==> config.mk <==
export PLATFORM = sky130hd
export DESIGN_NAME = abi_recip
export DESIGN_NICKNAME = d
export VERILOG_FILES = /design/src/abi_pkg.sv /design/src/abi_recip.sv
export SDC_FILE = /design/constraint.sdc
export NUM_CORES = 2
export LEC_CHECK = 0
export ABC_AREA = 0
export ABC_CLOCK_PERIOD_IN_PS = 4600
export BUFFER_PORTS_ARGS = -buffer_cell sky130_fd_sc_hd__buf_2
export CELL_PAD_IN_SITES_DETAIL_PLACEMENT = 0
export CELL_PAD_IN_SITES_GLOBAL_PLACEMENT = 1
export CORE_ASPECT_RATIO = 1.5
export CORE_MARGIN = 1
export CORE_UTILIZATION = 32
export DETAILED_ROUTE_END_ITERATION = 8
export GPL_TIMING_DRIVEN = 0
export PLACE_DENSITY_LB_ADDON = 0.1
export SLEW_MARGIN = 20
export SYNTH_ARGS = -nofsm -noshare
export SYNTH_HDL_FRONTEND = slang
export SYNTH_SLANG_ARGS = --single-unit
==> constraint.sdc <==
create_clock -name clk -period 4.6 [get_ports clk]
set_input_delay 1.15 -clock clk [delete_from_list [all_inputs] [get_ports clk]]
set_output_delay 1.15 -clock clk [all_outputs]
set_load 0.02 [all_outputs]
==> src/abi_pkg.sv <==
// ----------------------------------------------------------------------------
// abi_pkg
// Shared types, status codes and saturation helper for the arrow block inverse.
// ----------------------------------------------------------------------------
package abi_pkg;

	localparam logic [1:0] ST_OK   = 2'd0;
	localparam logic [1:0] ST_ZERO = 2'd1;
	localparam logic [1:0] ST_SAT  = 2'd2;

	localparam logic signed [67:0] QMAX = 68'sd2147483647;
	localparam logic signed [67:0] QMIN = -68'sd2147483648;

	// side band carried through the corner reciprocal
	typedef struct packed {
		logic             szero;
		logic             sat;
		logic signed [31:0] q;
		logic [2:0][31:0] d;
		logic [2:0][31:0] g;
		logic [2:0][31:0] l;
	} side_a_t;

	// one row of the arrow: top row entry and left column entry
	typedef struct packed {
		logic signed [31:0] d;
		logic signed [31:0] g;
	} lane_t;

	// side band carried through the first diagonal reciprocal
	typedef struct packed {
		logic               zero;
		logic               sat;
		logic signed [31:0] is;
		lane_t              lane;
	} side_b_t;

	// clamp to signed 32 bits; bit 32 flags a clamp
	function automatic logic [32:0] sat32(input logic signed [67:0] x);
		if (x > QMAX) begin
			return {1'b1, 32'h7fff_ffff};
		end else if (x < QMIN) begin
			return {1'b1, 32'h8000_0000};
		end else begin
			return {1'b0, x[31:0]};
		end
	endfunction

endpackage

==> src/abi_recip.sv <==
// ----------------------------------------------------------------------------
// abi_recip
// Pipelined reciprocal 2^N / den, one quotient bit per stage, truncated
// toward zero and clamped to signed 32 bits. Side band travels alongside.
// ----------------------------------------------------------------------------
module abi_recip #(
	parameter int N      = 32,
	parameter int SIDE_W = 1
) (
	input  logic                clk,
	input  logic                arst_n,
	input  logic                en,
	input  logic                in_valid,
	input  logic signed [31:0]  den,
	input  logic [SIDE_W-1:0]   side_in,
	output logic                out_valid,
	output logic signed [31:0]  quot,
	output logic                quot_sat,
	output logic [SIDE_W-1:0]   side_out
);
	import abi_pkg::*;

	localparam int STEPS = N + 1;

	logic              v_s    [0:STEPS];
	logic [31:0]       rem_s  [0:STEPS];
	logic [N:0]        quo_s  [0:STEPS];
	logic [31:0]       mag_s  [0:STEPS];
	logic              neg_s  [0:STEPS];
	logic [SIDE_W-1:0] side_s [0:STEPS];

	logic [32:0] trial [0:STEPS-1];
	logic        ge    [0:STEPS-1];
	logic [32:0] den_neg;
	logic [63:0] qx;

	logic              v_q;
	logic signed [31:0] quot_q;
	logic              sat_q;
	logic [SIDE_W-1:0] side_q;

	assign den_neg = -{den[31], den};

	always_comb begin
		for (int k = 0; k < STEPS; k++) begin
			trial[k] = {rem_s[k], (k == 0)};
			ge[k]    = trial[k] >= {1'b0, mag_s[k]};
		end
	end

	always_ff @(posedge clk or negedge arst_n) begin
		if (!arst_n) begin
			for (int k = 0; k <= STEPS; k++) v_s[k] <= 1'b0;
			v_q <= 1'b0;
		end else if (en) begin
			v_s[0] <= in_valid;
			for (int k = 0; k < STEPS; k++) v_s[k+1] <= v_s[k];
			v_q <= v_s[STEPS];
		end
	end

	assign qx = 64'(quo_s[STEPS]);

	always_ff @(posedge clk) begin
		if (en) begin
			mag_s[0]  <= den[31] ? den_neg[31:0] : den;
			neg_s[0]  <= den[31];
			rem_s[0]  <= '0;
			quo_s[0]  <= '0;
			side_s[0] <= side_in;
			for (int k = 0; k < STEPS; k++) begin
				rem_s[k+1]  <= ge[k] ? 32'(trial[k] - {1'b0, mag_s[k]}) : trial[k][31:0];
				quo_s[k+1]  <= {quo_s[k][N-1:0], ge[k]};
				mag_s[k+1]  <= mag_s[k];
				neg_s[k+1]  <= neg_s[k];
				side_s[k+1] <= side_s[k];
			end
			// apply sign and clamp
			if (neg_s[STEPS]) begin
				sat_q  <= qx > 64'h8000_0000;
				quot_q <= (qx > 64'h8000_0000) ? 32'h8000_0000 : 32'(-qx);
			end else begin
				sat_q  <= qx > 64'h7fff_ffff;
				quot_q <= (qx > 64'h7fff_ffff) ? 32'h7fff_ffff : qx[31:0];
			end
			side_q <= side_s[STEPS];
		end
	end

	assign out_valid = v_q;
	assign quot      = quot_q;
	assign quot_sat  = sat_q;
	assign side_out  = side_q;

endmodule

==> flow_summary_export.csv <==
group,metric,value,unit
sta,whs,0.285,ns
layout,fin_cells,20092,
sta,clock-skew-final,0.0561,ns
critical_path,slowest_delay,0.41,ns
power_and_ir_drop,power_frac_comb,46.4,%
power_and_ir_drop,power.switching,49.1,mW
power_and_ir_drop,p_sw_share,39.7,%
clock_tree,cts_tree,"built",
sta,slew_violations,0,
routing,detail-route-antenna-nets,0,
clock_tree,cts-root-buf,"clkbuf_16",
critical_path,cp_top_family,"compound AO/OA/AOI/OAI gates",
routing,first_pass_iters,5,
placed_design,place.gp.congestion,0.901,
placed_design,dp_hpwl,348000,um
sta,clock.fmax,223,MHz
power_and_ir_drop,ir_drop,0.282,mV
clock_tree,ctsLongestPathBuffers,4,
layout,fillers,46135,
outcome,run_status,"completed",
routing,totalWireLength,445000,um
placed_design,place_inst,19494,
logic_synthesis,synth_edf_count,2743,
floorplan,rows,309,
layout,stdcell_area,171000,um2
power_and_ir_drop,pwr_density_cell,723,nW/um2
grt,antenna_found_initial,10,
grt,grt_usage,18.2,%
logic_synthesis,yosys_warnings,0,
logic_synthesis,synth_common_cells,"2,743 x edfxtp_1, 1,344 x inv_1, 1,139 x a21oi_1",
clock_tree,clock_sinks,2778,
critical_path,arrival,5.12,ns
power_and_ir_drop,p_leak,67.9,nW
logic_synthesis,synth_area,152000,um2
critical_path,end_kind,"flip-flop",
sta,tightest_slew,1.29,ns
sta,rsz0062_at_grt,"false",
layout,drive_above_1_share,9.54,%
sta,slew_headroom,13.0,%
sta,setup-tns-final,0,ns
clock_tree,h-tree-depth,5,
floorplan,core_area,472000,um2
critical_path,required,5.24,ns
floorplan,start_util,32.1,%
placed_design,place_area,161000,um2
clock_tree,clk_latency,0.96,ns
critical_path,crit_path_max_fanout,10,
sta,finalHoldViolCount,0,
logic_synthesis,synthTopCellsByArea,"edfxtp_1 54%, ha_1 8.5%, a21oi_1 3.8%, mux2_2 3.6%, inv_1 3.3%",
routing,vias_per_cell,5.01,
logic_synthesis,synth_area_leader_cell,"edfxtp_1",
floorplan,pin_count,72,
critical_path,critPathSlowestCell,"ha_1",
logic_synthesis,syn_area_per_cell,11.5,um2
hold_path,hp-class,"input port to asynchronous set/reset pin",
routing,wl_per_cell,22.1,um
clock_tree,numCtsBuffers,311,
grt,grt_pass1_vias,104162,
routing,drt_iter0_markers,6174,
sta,layout_min_cycle_time,4.48,ns
power_and_ir_drop,pwr-share-clk,20.2,%
power_and_ir_drop,internal_power,74.7,mW
sta,timing.final.crit_share,97.3,%
logic_synthesis,ys_types,94,
critical_path,cp_num_buf_inv,2,
critical_path,cp_common_cell,"o21ai_0",
grt,grt_first_pass_wirelength,657000,um
run,max_cap_viol_count,0,
floorplan,die_area,476000,um2
routing,drc,0,
logic_synthesis,ys_ff_latch,2778,
grt,grt_overflow,0,
logic_synthesis,synth_top_area_share,54.3,%
floorplan,die_y,845,um
clock_tree,path_clk_slew,0.06,ns
power_and_ir_drop,power,124,mW
layout,area_growth_syn_to_layout,12.9,%
logic_synthesis,yosysSeqAreaShare,54.9,%
logic_synthesis,syn_inst,13161,
grt,grt_max_degree,148,
placed_design,port_buffers,71,
power_and_ir_drop,power_frac_seq,33.4,%
logic_synthesis,synth-main-ff-cell,"edfxtp_1",
routing,vias,100574,
logic_synthesis,async_flop_share,1.26,%
critical_path,crit_chain,"ha_1 > nand4_1 > nor4_1 > o21ai_0 > nand3_1 > a31oi_1 > o21ai_0 > o21a_1 > a221o_4 > buf_4 > buf_2 > a21oi_1",
critical_path,critPathKind,"flip-flop to flip-flop",
floorplan,die_w,564,um
logic_synthesis,yosysMostFrequentCell,"edfxtp_1",
layout,nets,14695,
sta,setup_viol,0,
clock_tree,postCtsHoldBufs,0,
critical_path,cp-start-kind,"flip-flop",
==> final cells by class <==
class	count	area (um2)	area share [%]
antenna	20	50.0	0.0292
buffer	348	1460	0.852
clock buffer	365	8190	4.78
clock inverter	200	1810	1.06
inverter	1345	5050	2.95
multi-input combinational	8699	62300	36.4
sequential	2778	83200	48.6
tap	6220	7780	4.55
timing repair buffer	117	1250	0.733
==> metrics by stage <==
step	utilization, %	setup slack [ns]
floorplan	-	0.745
global placement	33.9	-43.83
detailed placement	34.0	-1.33
CTS	36.2	-0.0347
global route	36.3	0.000418
finish	36.3	0.125
==> power groups by stage <==
stage / clock (mW) / combinational [mW] / sequential (mW)
floorplan: 0 / 40.6 / 39.4
global placement: 0 / 57.1 / 44.3
detailed placement: 0 / 57.2 / 42.0
CTS: 26.0 / 57.9 / 41.6
global route: 26.8 / 63.5 / 42.0
finish: 25.0 / 57.5 / 41.4
==> timing repair <==
item / CTS / global route
cloned: 1 / 1
endpoints found under the setup margin: 494 / 298
hold endpoints to repair: 0 / 0
pin swaps: 2 / 6
buffers inserted: 4 / 12
gates resized for setup: 65 / 52
==> final timing paths <==
check	from	end	slack, ns	depth (start not counted)
setup / recovery	rem_s[16][7]$_DFFE_PP_	rem_s[17][21]$_DFFE_PP_	0.12	12
hold / removal	arst_n	v_s[33]$_DFFE_PN0P_	0.29	1
setup reg to reg	rem_s[16][7]$_DFFE_PP_	rem_s[17][21]$_DFFE_PP_	0.12	12
hold reg to reg	side_s[15]$_DFFE_PP_	side_s[16]$_DFFE_PP_	0.40	0
max in group asynchronous	arst_n	v_s[18]$_DFFE_PN0P_	3.84	1
min in group clk	side_in	side_s[0]$_DFFE_PP_	0.39	1
==> cells by family (layout without fill, tap and decap cells) <==
group           Yosys count  in the layout  share of synthesized area (%)
simple gates           2887           2887                           9.15
buf+inv                1698           2375                           4.25
xor+xnor                865            865                           5.00
other cells               1             35                        0.00247
fa+ha+maj              1058           1058                           8.89
mux                     527            527                           3.88
compound gates         3347           3347                           13.9
flops                  2778           2778                           54.9
==> cells in the final DEF (no fill, tap or decap), types with 173 or more instances in the layout <==
cell type / n
nand3_1: 202
nor2_1: 816
clkbuf_1: 294
a21o_1: 500
xnor2_1: 544
nand4_1: 173
xor2_1: 321
inv_1: 1343
nand2_1: 790
o21ai_0: 700
clkbuf_16: 320
a21oi_1: 1136
ha_1: 1027
mux2_2: 490
edfxtp_1: 2743
==> state kept, by name, indices dropped and copies added (netlist names) <==
| signal | flops |
|---|---|
| mag_s | 1056 |
| neg_s | 34 |
| out_valid | 1 |
| quo_s | 561 |
| quot | 32 |
| quot_sat | 1 |
| rem_s | 1024 |
| side_out | 1 |
| side_s | 34 |
| v_s | 34 |
==> metal layers <==
layer | wire length [um] | vias up | global-route usage, %
met5 | 10 | - | 0
met4 | 21900 | 2 | 8.45
met3 | 12500 | 717 | 1.89
met2 | 244000 | 1666 | 35.9
met1 | 166000 | 48962 | 19.0
li1 | - | 49227 | -
(Power assumes the default switching activity.)
